**src/rtl/battery_monitor_poll_top_macros.svh**
```systemverilog
// Assertion macros for the battery monitor poll block.
// Used by battery_monitor_poll_top; expects clk and arst_n in scope.
`ifndef BATTERY_MONITOR_POLL_TOP_MACROS_SVH
`define BATTERY_MONITOR_POLL_TOP_MACROS_SVH

// same-cycle implication, checked out of reset
`define BMP_ASSERT_NOW(lbl, ante, cons) \
	lbl: assert property (@(posedge clk) disable iff (!arst_n) (ante) |-> (cons)) \
		else $error("battery monitor assertion failed");

// next-cycle implication, checked out of reset
`define BMP_ASSERT_NEXT(lbl, ante, cons) \
	lbl: assert property (@(posedge clk) disable iff (!arst_n) (ante) |=> (cons)) \
		else $error("battery monitor assertion failed");

`endif

```
**src/rtl/bmp_pkg.sv**
```systemverilog
// Shared types and constants of the battery monitor poll block.
// No dependencies; used by the interfaces, the serial ALU and the top level.
package bmp_pkg;

	localparam int ALU_W = 42;

	localparam logic [2:0] REG_SCALE    = 3'd0;
	localparam logic [2:0] REG_VREF_TYP = 3'd1;
	localparam logic [2:0] REG_VREF_MIN = 3'd2;
	localparam logic [2:0] REG_SOC_CRIT = 3'd3;
	localparam logic [2:0] REG_SOC_LOW  = 3'd4;

	localparam logic [1:0] CS_ON_BATT  = 2'd0;
	localparam logic [1:0] CS_CHARGING = 2'd1;
	localparam logic [1:0] CS_DONE     = 2'd2;
	localparam logic [1:0] CS_STANDBY  = 2'd3;

	localparam logic [1:0] LED_IDLE     = 2'd0;
	localparam logic [1:0] LED_LOW      = 2'd1;
	localparam logic [1:0] LED_CRIT     = 2'd2;
	localparam logic [1:0] LED_CHARGING = 2'd3;

	localparam logic [7:0] SOC_NONE = 8'd255;

	// open-circuit voltage table, highest voltage first
	localparam logic [12:0] OCV_MV [0:10] = '{
		13'd4200, 13'd4100, 13'd4000, 13'd3900, 13'd3800, 13'd3700,
		13'd3600, 13'd3500, 13'd3400, 13'd3300, 13'd3000
	};
	localparam logic [6:0] OCV_SOC [0:10] = '{
		7'd100, 7'd90, 7'd80, 7'd70, 7'd60, 7'd50, 7'd35, 7'd20, 7'd10, 7'd5, 7'd0
	};

	typedef struct packed {
		logic [11:0] raw_vref;
		logic [14:0] batt_sum;
		logic [11:0] raw_temp;
		logic [11:0] raw_core;
		logic        core_ok;
		logic        pin_power_good;
		logic        pin_stat1;
		logic        pin_stat2;
		logic        pin_usb_sense;
	} in_item_t;

	typedef struct packed {
		logic [18:0]        batt_mv;
		logic [11:0]        batt_raw_avg;
		logic [7:0]         soc_pct;
		logic [1:0]         charge_state;
		logic               usb_present;
		logic signed [15:0] temp_x10;
		logic [15:0]        supply_mv;
		logic [15:0]        core_mv;
		logic [1:0]         led_level;
	} out_item_t;

	typedef struct packed {
		logic start;
		logic is_div;
	} alu_req_t;

	typedef struct packed {
		logic busy;
		logic done;
	} alu_rsp_t;

endpackage

```
**src/rtl/bmp_if.sv**
```systemverilog
// Valid/ready channel interfaces for poll items and result items.
// Depends on bmp_pkg for the payload types.
interface bmp_in_if;
	logic              valid;
	logic              ready;
	bmp_pkg::in_item_t data;
	modport source (output valid, output data, input ready);
	modport sink (input valid, input data, output ready);
endinterface

interface bmp_out_if;
	logic               valid;
	logic               ready;
	bmp_pkg::out_item_t data;
	modport source (output valid, output data, input ready);
	modport sink (input valid, input data, output ready);
endinterface

```
**src/rtl/bmp_serial_alu.sv**
```systemverilog
// Bit-serial multiply and restoring divide, one bit per cycle.
// Depends on bmp_pkg for the datapath width and request/response structs.
module bmp_serial_alu (
	input  logic                       clk,
	input  logic                       arst_n,
	input  bmp_pkg::alu_req_t          req,
	input  logic [bmp_pkg::ALU_W-1:0]  a,
	input  logic [bmp_pkg::ALU_W-1:0]  b,
	output bmp_pkg::alu_rsp_t          rsp,
	output logic [bmp_pkg::ALU_W-1:0]  res
);
	import bmp_pkg::*;

	localparam int CW = $clog2(ALU_W);

	logic             busy_q;
	logic             done_q;
	logic             is_div_q;
	logic [CW-1:0]    cnt_q;
	logic [ALU_W-1:0] acc_q;
	logic [ALU_W-1:0] x_q;
	logic [ALU_W-1:0] y_q;
	logic [ALU_W:0]   trial;
	logic             fits;

	assign trial = {acc_q, x_q[ALU_W-1]};
	assign fits  = trial >= {1'b0, y_q};

	always_ff @(posedge clk or negedge arst_n) begin
		if (!arst_n) begin
			busy_q   <= 1'b0;
			done_q   <= 1'b0;
			is_div_q <= 1'b0;
			cnt_q    <= '0;
		end else begin
			done_q <= busy_q && !req.start && (cnt_q == CW'(ALU_W - 1));
			if (req.start) begin
				busy_q   <= 1'b1;
				is_div_q <= req.is_div;
				cnt_q    <= '0;
			end else if (busy_q) begin
				cnt_q <= cnt_q + 1'b1;
				if (cnt_q == CW'(ALU_W - 1)) begin
					busy_q <= 1'b0;
				end
			end
		end
	end

	always_ff @(posedge clk) begin
		if (req.start) begin
			acc_q <= '0;
			x_q   <= a;
			y_q   <= b;
		end else if (busy_q) begin
			if (is_div_q) begin
				// shift in the next dividend bit, subtract when the divisor fits
				if (fits) begin
					acc_q <= ALU_W'(trial - {1'b0, y_q});
				end else begin
					acc_q <= trial[ALU_W-1:0];
				end
				x_q <= {x_q[ALU_W-2:0], fits};
			end else begin
				if (y_q[0]) begin
					acc_q <= acc_q + x_q;
				end
				x_q <= {x_q[ALU_W-2:0], 1'b0};
				y_q <= {1'b0, y_q[ALU_W-1:1]};
			end
		end
	end

	assign res = is_div_q ? x_q : acc_q;
	assign rsp = '{busy: busy_q, done: done_q};

endmodule

```
**src/rtl/battery_monitor_poll_top.sv**
```systemverilog
// Battery monitor poll: one poll item in, one result item out.
// Channels: in_ch (poll readings and charger pins), out_ch (battery, SOC,
// temperature, supply, core, charger state, LED level), valid/ready each.
// Registers on an APB-style port: scale, reference nominal, reference
// minimum, critical and low SOC thresholds at byte addresses 0,4,8,12,16.
// The products and quotients of all passes run through one shared
// bit-serial unit (multiply or restoring divide) that takes one bit per
// cycle over a 42-bit word. An item needs up to ten passes (supply,
// average, two products and a divide for battery mV, core product and
// divide, temperature product and divide, SOC divide), and then the
// output register is loaded. A skipped supply or core update or an SOC
// outside the table moves on without its passes.
// One item is worked at a time; in_ch.ready is high only while idle.
// The result sits in an output register; if out_ch stalls, the next item
// may still be taken and worked, and its result waits for the register.
// Reset restores register defaults, supply 3300 mV and core 0 mV.
`include "battery_monitor_poll_top_macros.svh"

module battery_monitor_poll_top #(
	parameter int OVERSAMPLE_COUNT = 8,
	parameter int ADC_FULL_SCALE   = 4095
) (
	input  logic        clk,
	input  logic        arst_n,
	bmp_in_if.sink      in_ch,
	bmp_out_if.source   out_ch,
	input  logic        psel,
	input  logic        penable,
	input  logic        pwrite,
	input  logic [4:0]  paddr,
	input  logic [31:0] pwdata,
	output logic [31:0] prdata,
	output logic        pready
);
	import bmp_pkg::*;

	localparam logic [ALU_W-1:0] FS_W    = ALU_W'(ADC_FULL_SCALE);
	localparam logic [ALU_W-1:0] OS_W    = ALU_W'(OVERSAMPLE_COUNT);
	localparam logic [ALU_W-1:0] MV_DIV  = ALU_W'(ADC_FULL_SCALE) * ALU_W'(1000);
	localparam logic [ALU_W-1:0] T_OFS   = ALU_W'(ADC_FULL_SCALE) * ALU_W'(2800);

	localparam logic [3:0] S_IDLE = 4'd0;
	localparam logic [3:0] S_SUP  = 4'd1;
	localparam logic [3:0] S_AVG  = 4'd2;
	localparam logic [3:0] S_M1   = 4'd3;
	localparam logic [3:0] S_M2   = 4'd4;
	localparam logic [3:0] S_DMV  = 4'd5;
	localparam logic [3:0] S_CMUL = 4'd6;
	localparam logic [3:0] S_CDIV = 4'd7;
	localparam logic [3:0] S_TMUL = 4'd8;
	localparam logic [3:0] S_TDIV = 4'd9;
	localparam logic [3:0] S_SOC  = 4'd10;
	localparam logic [3:0] S_FIN  = 4'd11;

	logic [12:0] scale_q;
	logic [10:0] vtyp_q;
	logic [11:0] vmin_q;
	logic [6:0]  crit_q;
	logic [6:0]  low_q;

	logic [3:0]         state_q;
	logic               pend_q;
	in_item_t           in_q;
	logic [15:0]        supply_q;
	logic [15:0]        core_q;
	logic [11:0]        avg_q;
	logic [18:0]        mv_q;
	logic [ALU_W-1:0]   t_q;
	logic               tneg_q;
	logic signed [15:0] temp_q;
	logic [7:0]         soc_q;
	out_item_t          out_q;
	logic               out_valid_q;

	alu_req_t         alu_req;
	alu_rsp_t         alu_rsp;
	logic [ALU_W-1:0] alu_a;
	logic [ALU_W-1:0] alu_b;
	logic [ALU_W-1:0] alu_res;
	logic             skip;

	logic             cfg_wr;
	logic [2:0]       cfg_idx;

	// SOC segment
	logic [12:0]      vlo;
	logic [12:0]      vhi;
	logic [6:0]       slo;
	logic [6:0]       shi;
	logic [8:0]       span;
	logic [8:0]       dv;
	logic [3:0]       ds;
	logic [13:0]      soc_num;
	logic             soc_hi;
	logic             soc_lo;

	logic [ALU_W-1:0] p5;
	logic [1:0]       chg;
	logic [7:0]       soc_fin;
	logic [1:0]       led;

	// ---------------- configuration port
	assign pready  = 1'b1;
	assign cfg_idx = paddr[4:2];
	assign cfg_wr  = psel && penable && pwrite;

	always_ff @(posedge clk or negedge arst_n) begin
		if (!arst_n) begin
			scale_q <= 13'd2000;
			vtyp_q  <= 11'd1212;
			vmin_q  <= 12'd100;
			crit_q  <= 7'd5;
			low_q   <= 7'd20;
		end else if (cfg_wr) begin
			case (cfg_idx)
				REG_SCALE:    scale_q <= pwdata[12:0];
				REG_VREF_TYP: vtyp_q  <= pwdata[10:0];
				REG_VREF_MIN: vmin_q  <= pwdata[11:0];
				REG_SOC_CRIT: crit_q  <= pwdata[6:0];
				REG_SOC_LOW:  low_q   <= pwdata[6:0];
				default: ;
			endcase
		end
	end

	always_comb begin
		case (cfg_idx)
			REG_SCALE:    prdata = 32'(scale_q);
			REG_VREF_TYP: prdata = 32'(vtyp_q);
			REG_VREF_MIN: prdata = 32'(vmin_q);
			REG_SOC_CRIT: prdata = 32'(crit_q);
			REG_SOC_LOW:  prdata = 32'(low_q);
			default:      prdata = '0;
		endcase
	end

	// ---------------- SOC segment select
	always_comb begin
		vlo = OCV_MV[10];
		vhi = OCV_MV[9];
		slo = OCV_SOC[10];
		shi = OCV_SOC[9];
		for (int i = 9; i >= 0; i--) begin
			if (mv_q >= 19'(OCV_MV[i+1])) begin
				vlo = OCV_MV[i+1];
				vhi = OCV_MV[i];
				slo = OCV_SOC[i+1];
				shi = OCV_SOC[i];
			end
		end
		span    = 9'(vhi - vlo);
		dv      = 9'(mv_q - 19'(vlo));
		ds      = 4'(shi - slo);
		soc_num = 14'({dv, 1'b0}) * 14'(ds) + 14'(span);
		soc_hi  = mv_q >= 19'(OCV_MV[0]);
		soc_lo  = mv_q <= 19'(OCV_MV[10]);
	end

	// ---------------- ALU operand select
	always_comb begin
		alu_a = '0;
		alu_b = '0;
		alu_req.is_div = 1'b0;
		skip = 1'b0;
		case (state_q)
			S_SUP: begin
				alu_a = ALU_W'(vtyp_q) * FS_W;
				alu_b = ALU_W'(in_q.raw_vref);
				alu_req.is_div = 1'b1;
				skip = in_q.raw_vref <= vmin_q;
			end
			S_AVG: begin
				alu_a = ALU_W'(in_q.batt_sum);
				alu_b = OS_W;
				alu_req.is_div = 1'b1;
			end
			S_M1: begin
				alu_a = ALU_W'(avg_q);
				alu_b = ALU_W'(supply_q);
			end
			S_M2: begin
				alu_a = t_q;
				alu_b = ALU_W'(scale_q);
			end
			S_DMV: begin
				alu_a = t_q;
				alu_b = MV_DIV;
				alu_req.is_div = 1'b1;
			end
			S_CMUL: begin
				alu_a = ALU_W'(in_q.raw_core);
				alu_b = ALU_W'(supply_q);
				skip = !in_q.core_ok;
			end
			S_CDIV: begin
				alu_a = t_q;
				alu_b = FS_W;
				alu_req.is_div = 1'b1;
			end
			S_TMUL: begin
				alu_a = ALU_W'(in_q.raw_temp);
				alu_b = ALU_W'(supply_q);
			end
			S_TDIV: begin
				alu_a = t_q;
				alu_b = FS_W;
				alu_req.is_div = 1'b1;
			end
			S_SOC: begin
				alu_a = ALU_W'(soc_num);
				alu_b = ALU_W'({span, 1'b0});
				alu_req.is_div = 1'b1;
				skip = soc_hi || soc_lo;
			end
			default: ;
		endcase
		alu_req.start = !pend_q && !skip && state_q != S_IDLE && state_q != S_FIN;
	end

	bmp_serial_alu u_alu (
		.clk    (clk),
		.arst_n (arst_n),
		.req    (alu_req),
		.a      (alu_a),
		.b      (alu_b),
		.rsp    (alu_rsp),
		.res    (alu_res)
	);

	assign p5 = {alu_res[ALU_W-3:0], 2'b00} + alu_res;

	// ---------------- charger decode and LED
	always_comb begin
		if (in_q.pin_power_good) begin
			chg = CS_ON_BATT;
		end else if (!in_q.pin_stat1 && in_q.pin_stat2) begin
			chg = CS_CHARGING;
		end else if (in_q.pin_stat1 && !in_q.pin_stat2) begin
			chg = CS_DONE;
		end else begin
			chg = CS_STANDBY;
		end
		soc_fin = (chg == CS_CHARGING) ? SOC_NONE : soc_q;
		if (chg == CS_CHARGING) begin
			led = LED_CHARGING;
		end else if (soc_fin <= 8'(crit_q)) begin
			led = LED_CRIT;
		end else if (soc_fin <= 8'(low_q)) begin
			led = LED_LOW;
		end else begin
			led = LED_IDLE;
		end
	end

	// ---------------- sequencer
	always_ff @(posedge clk or negedge arst_n) begin
		if (!arst_n) begin
			state_q     <= S_IDLE;
			pend_q      <= 1'b0;
			supply_q    <= 16'd3300;
			core_q      <= 16'd0;
			avg_q       <= '0;
			mv_q        <= '0;
			t_q         <= '0;
			tneg_q      <= 1'b0;
			temp_q      <= '0;
			soc_q       <= '0;
			out_valid_q <= 1'b0;
		end else begin
			if (state_q == S_FIN && (!out_valid_q || out_ch.ready)) begin
				out_valid_q <= 1'b1;
			end else if (out_ch.valid && out_ch.ready) begin
				out_valid_q <= 1'b0;
			end
			if (alu_req.start) begin
				pend_q <= 1'b1;
			end
			case (state_q)
				S_IDLE: begin
					if (in_ch.valid) begin
						state_q <= S_SUP;
					end
				end
				S_SUP: begin
					if (skip) begin
						state_q <= S_AVG;
					end else if (pend_q && alu_rsp.done) begin
						pend_q   <= 1'b0;
						supply_q <= (|alu_res[ALU_W-1:16]) ? 16'hFFFF : alu_res[15:0];
						state_q  <= S_AVG;
					end
				end
				S_AVG: begin
					if (pend_q && alu_rsp.done) begin
						pend_q  <= 1'b0;
						avg_q   <= (|alu_res[ALU_W-1:12]) ? 12'hFFF : alu_res[11:0];
						state_q <= S_M1;
					end
				end
				S_M1, S_M2: begin
					if (pend_q && alu_rsp.done) begin
						pend_q  <= 1'b0;
						t_q     <= alu_res;
						state_q <= (state_q == S_M1) ? S_M2 : S_DMV;
					end
				end
				S_DMV: begin
					if (pend_q && alu_rsp.done) begin
						pend_q  <= 1'b0;
						mv_q    <= (|alu_res[ALU_W-1:19]) ? 19'h7FFFF : alu_res[18:0];
						state_q <= S_CMUL;
					end
				end
				S_CMUL: begin
					if (skip) begin
						state_q <= S_TMUL;
					end else if (pend_q && alu_rsp.done) begin
						pend_q  <= 1'b0;
						t_q     <= alu_res;
						state_q <= S_CDIV;
					end
				end
				S_CDIV: begin
					if (pend_q && alu_rsp.done) begin
						pend_q  <= 1'b0;
						core_q  <= (|alu_res[ALU_W-1:16]) ? 16'hFFFF : alu_res[15:0];
						state_q <= S_TMUL;
					end
				end
				S_TMUL: begin
					if (pend_q && alu_rsp.done) begin
						// fold 5*raw*supply minus the offset into sign and magnitude
						pend_q <= 1'b0;
						if (p5 >= T_OFS) begin
							tneg_q <= 1'b0;
							t_q    <= p5 - T_OFS;
						end else begin
							tneg_q <= 1'b1;
							t_q    <= T_OFS - p5;
						end
						state_q <= S_TDIV;
					end
				end
				S_TDIV: begin
					if (pend_q && alu_rsp.done) begin
						pend_q <= 1'b0;
						if (tneg_q) begin
							temp_q <= (alu_res >= ALU_W'(32768)) ? 16'sh8000
								: -$signed(alu_res[15:0]);
						end else begin
							temp_q <= (alu_res > ALU_W'(32767)) ? 16'sh7FFF
								: $signed(alu_res[15:0]);
						end
						state_q <= S_SOC;
					end
				end
				S_SOC: begin
					if (skip) begin
						soc_q   <= soc_hi ? 8'(OCV_SOC[0]) : 8'(OCV_SOC[10]);
						state_q <= S_FIN;
					end else if (pend_q && alu_rsp.done) begin
						pend_q  <= 1'b0;
						soc_q   <= 8'(slo) + alu_res[7:0];
						state_q <= S_FIN;
					end
				end
				S_FIN: begin
					// hold until the output register is free
					if (!out_valid_q || out_ch.ready) begin
						state_q <= S_IDLE;
					end
				end
				default: state_q <= S_IDLE;
			endcase
		end
	end

	always_ff @(posedge clk) begin
		if (in_ch.valid && in_ch.ready) begin
			in_q <= in_ch.data;
		end
		if (state_q == S_FIN && (!out_valid_q || out_ch.ready)) begin
			out_q.batt_mv      <= mv_q;
			out_q.batt_raw_avg <= avg_q;
			out_q.soc_pct      <= soc_fin;
			out_q.charge_state <= chg;
			out_q.usb_present  <= in_q.pin_usb_sense;
			out_q.temp_x10     <= temp_q;
			out_q.supply_mv    <= supply_q;
			out_q.core_mv      <= core_q;
			out_q.led_level    <= led;
		end
	end

	assign in_ch.ready  = (state_q == S_IDLE);
	assign out_ch.valid = out_valid_q;
	assign out_ch.data  = out_q;

	`BMP_ASSERT_NEXT(a_accept_starts, in_ch.valid && in_ch.ready, state_q == S_SUP)
	`BMP_ASSERT_NOW(a_idle_no_pend, state_q == S_IDLE, !pend_q && !alu_rsp.busy)
	`BMP_ASSERT_NOW(a_charging_out, out_ch.valid && out_ch.data.charge_state == CS_CHARGING,
		out_ch.data.soc_pct == SOC_NONE && out_ch.data.led_level == LED_CHARGING)
	`BMP_ASSERT_NOW(a_soc_range, out_ch.valid && out_ch.data.charge_state != CS_CHARGING,
		out_ch.data.soc_pct <= 8'd100)

endmodule

```
**src/flat_wrapper.sv**
```systemverilog
// flat-port wrapper written by rule: the top's interface ports become plain ports
module battery_monitor_poll_top_flat import bmp_pkg::*;
#(
	parameter int OVERSAMPLE_COUNT = 8,
	parameter int ADC_FULL_SCALE   = 4095
)
  (clk, arst_n, psel, penable, pwrite, paddr, pwdata, prdata, pready, in_ch_valid, in_ch_data, in_ch_ready, out_ch_valid, out_ch_data, out_ch_ready);
  bmp_in_if in_ch_i ();
  bmp_out_if out_ch_i ();
  input  logic clk;
  input  logic arst_n;
  input  logic psel;
  input  logic penable;
  input  logic pwrite;
  input  logic [4:0] paddr;
  input  logic [31:0] pwdata;
  output logic [31:0] prdata;
  output logic pready;
  input wire logic [$bits(in_ch_i.valid)-1:0] in_ch_valid;
  input wire logic [$bits(in_ch_i.data)-1:0] in_ch_data;
  output wire logic [$bits(in_ch_i.ready)-1:0] in_ch_ready;
  output wire logic [$bits(out_ch_i.valid)-1:0] out_ch_valid;
  output wire logic [$bits(out_ch_i.data)-1:0] out_ch_data;
  input wire logic [$bits(out_ch_i.ready)-1:0] out_ch_ready;
  assign in_ch_i.valid = in_ch_valid;
  assign in_ch_i.data = in_ch_data;
  assign in_ch_ready = in_ch_i.ready;
  assign out_ch_valid = out_ch_i.valid;
  assign out_ch_data = out_ch_i.data;
  assign out_ch_i.ready = out_ch_ready;
  battery_monitor_poll_top #(.OVERSAMPLE_COUNT(OVERSAMPLE_COUNT), .ADC_FULL_SCALE(ADC_FULL_SCALE)) u_core (.clk(clk), .arst_n(arst_n), .in_ch(in_ch_i), .out_ch(out_ch_i), .psel(psel), .penable(penable), .pwrite(pwrite), .paddr(paddr), .pwdata(pwdata), .prdata(prdata), .pready(pready));
endmodule
```
**config.mk**
```make
export PLATFORM = sky130hd
export DESIGN_NAME = battery_monitor_poll_top_flat
export DESIGN_NICKNAME = d
export VERILOG_FILES = /design/src/rtl/bmp_pkg.sv /design/src/rtl/bmp_if.sv /design/src/rtl/bmp_serial_alu.sv /design/src/rtl/battery_monitor_poll_top.sv /design/src/flat_wrapper.sv
export VERILOG_INCLUDE_DIRS = /design/src /design/src/rtl
export SDC_FILE = /design/constraint.sdc
export NUM_CORES = 1
export LEC_CHECK = 0
export ABC_AREA = 0
export ABC_CLOCK_PERIOD_IN_PS = 10500
export BUFFER_PORTS_ARGS = -buffer_cell sky130_fd_sc_hd__buf_2
export CAP_MARGIN = 20
export CELL_PAD_IN_SITES_DETAIL_PLACEMENT = 0
export CELL_PAD_IN_SITES_GLOBAL_PLACEMENT = 2
export CORE_AREA = 2 2 215 376
export CTS_BUF_LIST = sky130_fd_sc_hd__clkbuf_4 sky130_fd_sc_hd__clkbuf_8 sky130_fd_sc_hd__clkbuf_16
export DETAILED_ROUTE_END_ITERATION = 8
export DIE_AREA = 0 0 217 378
export GPL_ROUTABILITY_DRIVEN = 0
export GPL_TIMING_DRIVEN = 0
export PLACE_DENSITY = 0.95
export SLEW_MARGIN = 20
export SYNTH_ARGS = -nofsm -noshare
export SYNTH_HDL_FRONTEND = slang
export SYNTH_SLANG_ARGS = --single-unit
```
**constraint.sdc**
```tcl
create_clock -name clk -period 10.5 [get_ports clk]
set_input_delay 1.575 -clock clk [delete_from_list [all_inputs] [get_ports clk]]
set_output_delay 1.575 -clock clk [all_outputs]
set_load 0.01 [all_outputs]
```
==> results of run 1 <==
state kept, by name (all words and copies together) (netlist names), 19 cells and up:
name and flops:
u_core.u_alu.acc_q 42, u_core.out_ch.data 92, u_core.in_q 56, u_core.mv_q 19
u_core.t_q 42, u_core.u_alu.x_q 42, u_core.u_alu.y_q 22
metal layers:
metal | wire [um] | share of wire, % | global-route usage [%]
met5 | 12 | 0.0094 | 0
met4 | 11720 | 9.2 | 23.49
met3 | 8241 | 6.5 | 4.209
met2 | 61810 | 48 | 53.04
met1 | 45700 | 36 | 33.83
kinds of logic (layout without fill, tap and decap cells):
group / after synthesis / after routing / synth area share, %
fa+ha+maj: 308 / 308 / 13.33
buf+inv: 412 / 695 / 5.039
mux: 127 / 127 / 4.126
simple gates: 1079 / 1079 / 15.41
other cells: 2 / 20 / 0.02283
xor+xnor: 174 / 174 / 4.674
compound gates: 1052 / 1052 / 20.57
flops: 449 / 449 / 36.83
how the worst max path moves through the flow:
stage                                            from                             end  depth (start not counted)
finish              u_core.u_alu.is_div_q$_DFFE_PN0P_       u_core.t_q[6]$_DFFE_PN0P_                         21
global route        u_core.u_alu.is_div_q$_DFFE_PN0P_      u_core.t_q[10]$_DFFE_PN0P_                         21
global placement    u_core.u_alu.is_div_q$_DFFE_PN0P_      u_core.t_q[10]$_DFFE_PN0P_                         23
CTS                 u_core.u_alu.is_div_q$_DFFE_PN0P_       u_core.t_q[6]$_DFFE_PN0P_                         21
floorplan                 u_core.mv_q[16]$_DFFE_PN0P_  u_core.u_alu.x_q[10]$_DFFE_PP_                         33
detailed placement  u_core.u_alu.is_div_q$_DFFE_PN0P_      u_core.t_q[10]$_DFFE_PN0P_                         21
per-stage QoR:
step	hold WS [ps]	util, %	std cells	cell area [sq um]	worst slack, ps
floorplan	400.3	-	3621	32970	3792
global placement	404.2	44.43	4845	35180	21.84
detailed placement	413.9	44.86	4859	35530	707.2
CTS	443.3	46.95	4945	37180	672.0
global route	457.6	46.96	4946	37190	257.4
finish	443.0	46.96	4946	37190	493.2
synth_stat cells (all sizes together), types with 18 or more instances:
cell type,n,area [sq um]
xor2,69,604.3
nand4,39,259.0
dfxtp,42,840.8
buf,44,275.3
edfxtp,212,6366
or3,29,181.4
or2,27,168.9
nor4,20,140.1
a221oi,31,271.5
nor2b,29,181.4
and2,25,156.4
o22ai,34,212.7
fa,71,1421
o21ai,237,1186
a22oi,25,187.7
a31oi,43,269.0
o31ai,18,140.1
nor2,360,1351
inv,228,855.8
a21o,88,660.6
mux2i,67,670.6
dfrtp,170,4254
ha,237,2965
dfstp,25,656.9
o211ai,21,157.7
nor3,90,461.7
o21a,44,330.3
nand2b,27,168.9
a21oi,304,1533
and3,41,256.5
nand3,82,410.4
nand2,272,1021
clkbuf,140,526.8
xnor2,104,910.9
o21bai,37,277.8
mux2,59,664.4
a211oi,44,345.3
worst max-delay path, cell delays in order (launching register included):
cell,delay (ps)
dfrtp_1,320
clkbuf_1,520
clkbuf_1,750
buf_2,500
buf_1,690
clkbuf_1,620
mux2i_1,1040
inv_1,490
ha_1,550
o21ai_1,100
a21oi_1,370
a21oi_1,230
nor4b_1,490
nor2_1,100
xnor2_1,430
nor3b_1,460
nand4_1,480
nor3_4,620
buf_4,340
mux2i_1,240
mux2i_1,410
nand2_1,90
cell type report:
class | instances | area share, %
Multi-Input combinational cell | 2760 | 51.85
Sequential cell | 449 | 32.58
Tap cell | 1042 | 3.505
Clock buffer | 56 | 3.411
Timing Repair Buffer | 197 | 3.166
Inverter | 228 | 2.301
Buffer | 184 | 2.156
Clock inverter | 30 | 1.033
==> impl_metrics.json, run 1 <==
{
  "final_common_cell": "nor2_1",
  "final_nets": 4274,
  "ys_seq_area_share_pct": 36.83,
  "initial_core_util_pct": 41.55,
  "multiInputGateArea_sq_um": 19280,
  "max_freq_ghz": 0.09993,
  "synthCells": 3603,
  "timing.rr.start": "u_core.u_alu.is_div_q$_DFFE_PN0P_",
  "hold_class": "reg -> reg",
  "grtUsageTotal_pct": 30.62,
  "grt_pass1_wl_mm": 187.1,
  "clk_latency_ps": 620,
  "areaGrowthSynthToFinish_pct": 13.04,
  "finalSetupTns_ps": 0,
  "crit_path_end_kind": "register",
  "r2r-end": "u_core.t_q[6]$_DFFE_PN0P_",
  "cts_buffer_depth": 3,
  "rows": 137,
  "dr.pass1.iters": 7,
  "tightest_slew_ps": 1222,
  "most-common-layout-cells": "nor2_1 (360), a21oi_1 (301), nand2_1 (271)",
  "synth-async-reset-ratio_pct": 43.43,
  "yosys.cell_types.count": 95,
  "rsz0062_at_grt": "no",
  "clk_pin_slew_worst_paths_ps": 80,
  "ant_nets": 0,
  "cts_root_buf": "clkbuf_16",
  "cts_tree": "done",
  "drt_iter0_markers": 2625,
  "min_path_cells": 0,
  "viasPerCell": 6.050,
  "hold_buffers": 0,
  "slew_headroom_pct": 17.89,
  "num-fill-cells": 7778,
  "seqCellArea_sq_um": 12120,
  "antenna_found_initial": 4,
  "max-cap-violations": 0,
  "cp.arrival_ps": 10500,
  "hold_viol": 0,
  "ios": 227,
  "die_h_um": 378,
  "path_max_fanout": 10,
  "fp.dieW_um": 217,
  "fin_crit_ps": 10010,
  "cp-start-kind": "register",
  "syn-mean-instance-area_sq_um": 9.132,
  "reg2reg_depth": 21,
  "design.core.area_sq_um": 79190,
  "syn_area_sq_um": 32900,
  "diodes": 0,
  "place_hpwl_mm": 102.2,
  "grt_pass1_vias": 29577,
  "vias": 29924,
  "grt_max_degree": 87,
  "cts.repair.resized": 0,
  "grt-ovfl-total": 0,
  "h-tree-depth": 2,
  "hp-start": "u_core.in_q[0]$_DFFE_PP_",
  "synth_edf_count": 212,
  "setup_violations": 0,
  "period_share_pct": 95.30,
  "numPortBuffers": 182,
  "cts_buffers": 46,
  "crit_type": "reg -> reg",
  "worst_clock_skew_ps": 27.06,
  "status": "completed",
  "cts_sinks": 449,
  "drc": 0,
  "slew_violations": 0,
  "worst-endpoint-required_ps": 11000,
  "ff2ff_setup_slack_ps": 490,
  "whs_endpoint": "u_core.out_ch.data[50]$_DFFE_PP_",
  "routedWlPerCell_um": 25.78,
  "drt_wl_total_mm": 127.5,
  "drive_gt1_share_pct": 11.99,
  "yosys_register_bits": 449,
  "yosysWarnings": 0,
  "dieArea_sq_um": 82030,
  "cts_setup_buffers": 0,
  "ys.flop_type": "edfxtp_1"
}
Power of run 1 is not shown: default switching activity piles up to over one toggle a cycle in this logic, so the estimate is an artifact.
==> run 2: changes to the inputs <==
- RECOVER_POWER: default -> 25
==> run 2 against run 1 <==
The flow now finishes with violations (capacitance limit, slew limit). Flip-flop and latch count unchanged. Non-clock buffer count stayed put. Core utilization fell by 0.070 points.
==> impl_metrics.json, run 2 (same netlist as run 1, synthesis figures left out) <==
{
  "max-cap-violations": 2,
  "h-tree-depth": 2,
  "whs_endpoint": "u_core.out_ch.data[50]$_DFFE_PP_",
  "slew_violations": 112,
  "drive_gt1_share_pct": 11.37,
  "rsz0062_at_grt": "no",
  "routedWlPerCell_um": 25.74,
  "cp-start-kind": "register",
  "slew_headroom_pct": -126.8,
  "crit_type": "reg -> reg",
  "setup_violations": 0,
  "dr.pass1.iters": 7,
  "grt_max_degree": 87,
  "final_nets": 4274,
  "areaGrowthSynthToFinish_pct": 12.87,
  "finalSetupTns_ps": 0,
  "dp.cells": 4859,
  "hp-start": "u_core.in_q[0]$_DFFE_PP_",
  "rows": 137,
  "cts_root_buf": "clkbuf_16",
  "top_regs": "u_core.out_ch.data: 92 flops, u_core.in_q: 56 flops",
  "ios": 227,
  "cts_setup_buffers": 0,
  "hold_class": "reg -> reg",
  "final_common_cell": "nor2_1",
  "place_hpwl_mm": 102.2,
  "design.core.area_sq_um": 79190,
  "period_share_pct": 95.63,
  "final_cells": 4946,
  "vias": 29898,
  "crit_path_end_kind": "register",
  "slowest_delay_ps": 1000,
  "dieArea_sq_um": 82030,
  "reg2reg_depth": 21,
  "drc": 0,
  "cts_sinks": 449,
  "r2r-end": "u_core.t_q[6]$_DFFE_PN0P_",
  "drt_wl_total_mm": 127.3,
  "status": "finished with violations",
  "hold_buffers": 0,
  "numPortBuffers": 182,
  "grt_pass1_wl_mm": 187.1,
  "hold_viol": 0,
  "timing.rr.start": "u_core.u_alu.is_div_q$_DFFE_PN0P_",
  "path_cells": "clkbuf_1 > clkbuf_1 > buf_2 > buf_1 > clkbuf_1 > mux2i_1 > inv_1 > ha_1 > o21ai_1 > a21oi_1 > a21oi_1 > nor4b_1 > nor2_1 > xnor2_1 > nor3b_1 > nand4_1 > nor3_4 > buf_4 > mux2i_1 > mux2i_1 > nand2_1",
  "min_path_cells": 0,
  "cts_buffer_depth": 3,
  "grt_pass1_vias": 29577,
  "ff2ff_setup_slack_ps": 460,
  "initial_core_util_pct": 41.55,
  "ant_nets": 0,
  "tightest_slew_ps": 3402,
  "fp.dieW_um": 217,
  "clk_pin_slew_worst_paths_ps": 80,
  "path_max_fanout": 10,
  "drt_iter0_markers": 2610,
  "grt-ovfl-total": 0,
  "crit_slowest_cell": "mux2i_1",
  "cts_tree": "done",
  "cts.repair.resized": 0,
  "largest_reg_flops": 92,
  "grtUsageTotal_pct": 30.62,
  "clk_latency_ps": 620,
  "fin_crit_ps": 10040,
  "worst-endpoint-required_ps": 11000,
  "diodes": 0,
  "viasPerCell": 6.045,
  "most-common-layout-cells": "nor2_1 (360), a21oi_1 (301), nand2_1 (271)",
  "top_register": "u_core.out_ch.data",
  "cp.arrival_ps": 10540,
  "die_h_um": 378,
  "violations": "capacitance limit, slew limit",
  "cts_buffers": 46,
  "worst_clock_skew_ps": 26.94,
  "antenna_found_initial": 4,
  "max_freq_ghz": 0.09959
}
run 2: cell types whose count changed in the layout (fill, tap and decap cells not counted):
cell	delta
buf_2	-16
buf_8	-1
clkbuf_1	+18
buf_16	-1
dfstp_2	-6
dfstp_1	+6
run 2: worst max path at each step:
stage / startpoint / to / slack (ps)
final: u_core.u_alu.is_div_q$_DFFE_PN0P_ / u_core.t_q[6]$_DFFE_PN0P_ / 460
after CTS: u_core.u_alu.is_div_q$_DFFE_PN0P_ / u_core.t_q[6]$_DFFE_PN0P_ / 670
after detailed placement: u_core.u_alu.is_div_q$_DFFE_PN0P_ / u_core.t_q[10]$_DFFE_PN0P_ / 710
after global placement: u_core.u_alu.is_div_q$_DFFE_PN0P_ / u_core.t_q[10]$_DFFE_PN0P_ / 20
after global routing: u_core.u_alu.is_div_q$_DFFE_PN0P_ / u_core.t_q[10]$_DFFE_PN0P_ / 260
after floorplan: u_core.mv_q[16]$_DFFE_PN0P_ / u_core.u_alu.x_q[10]$_DFFE_PP_ / 3790
run 2: layout make-up:
type,instances,area (sq um)
Clock inverter,30,384.1
Clock buffer,56,1269
Tap cell,1042,1304
Timing Repair Buffer,197,1122
Sequential cell,449,12120
Buffer,184,802.0
Fill cell,7797,42060
Inverter,228,855.8
Multi-Input combinational cell,2760,19280
run 2: metal layers:
| metal | GRT usage [%] | share of wire (%) |
|---|---|---|
| met5 | 0 | 0.0094 |
| met4 | 23.49 | 9.4 |
| met3 | 4.209 | 6.5 |
| met2 | 53.04 | 48 |
| met1 | 33.83 | 36 |
run 2: critical path, delay by kind of cell (launching register included):
kind                       cells  cell delay, ps
and+or+nand+nor                6            2280
muxes                          3            1660
xor gates and xnor gates       1             440
adders and majority gates      1             540
buffers and inverters          7            3930
DFF                            1             320
AOI/OAI and AO/OA              3             700
run 2: per-stage QoR:
step / cell area, sq um / setup WS, ps / hold WS [ps] / util, %
finish: 37140 / 458.4 / 443.0 / 46.89
detailed placement: 35530 / 707.2 / 413.9 / 44.86
CTS: 37180 / 672.0 / 443.3 / 46.95
global route: 37140 / 257.4 / 457.6 / 46.89
floorplan: 32970 / 3792 / 400.3 / -
global placement: 35180 / 21.84 / 404.2 / 44.43
Power of run 2 is left out for the same reason.
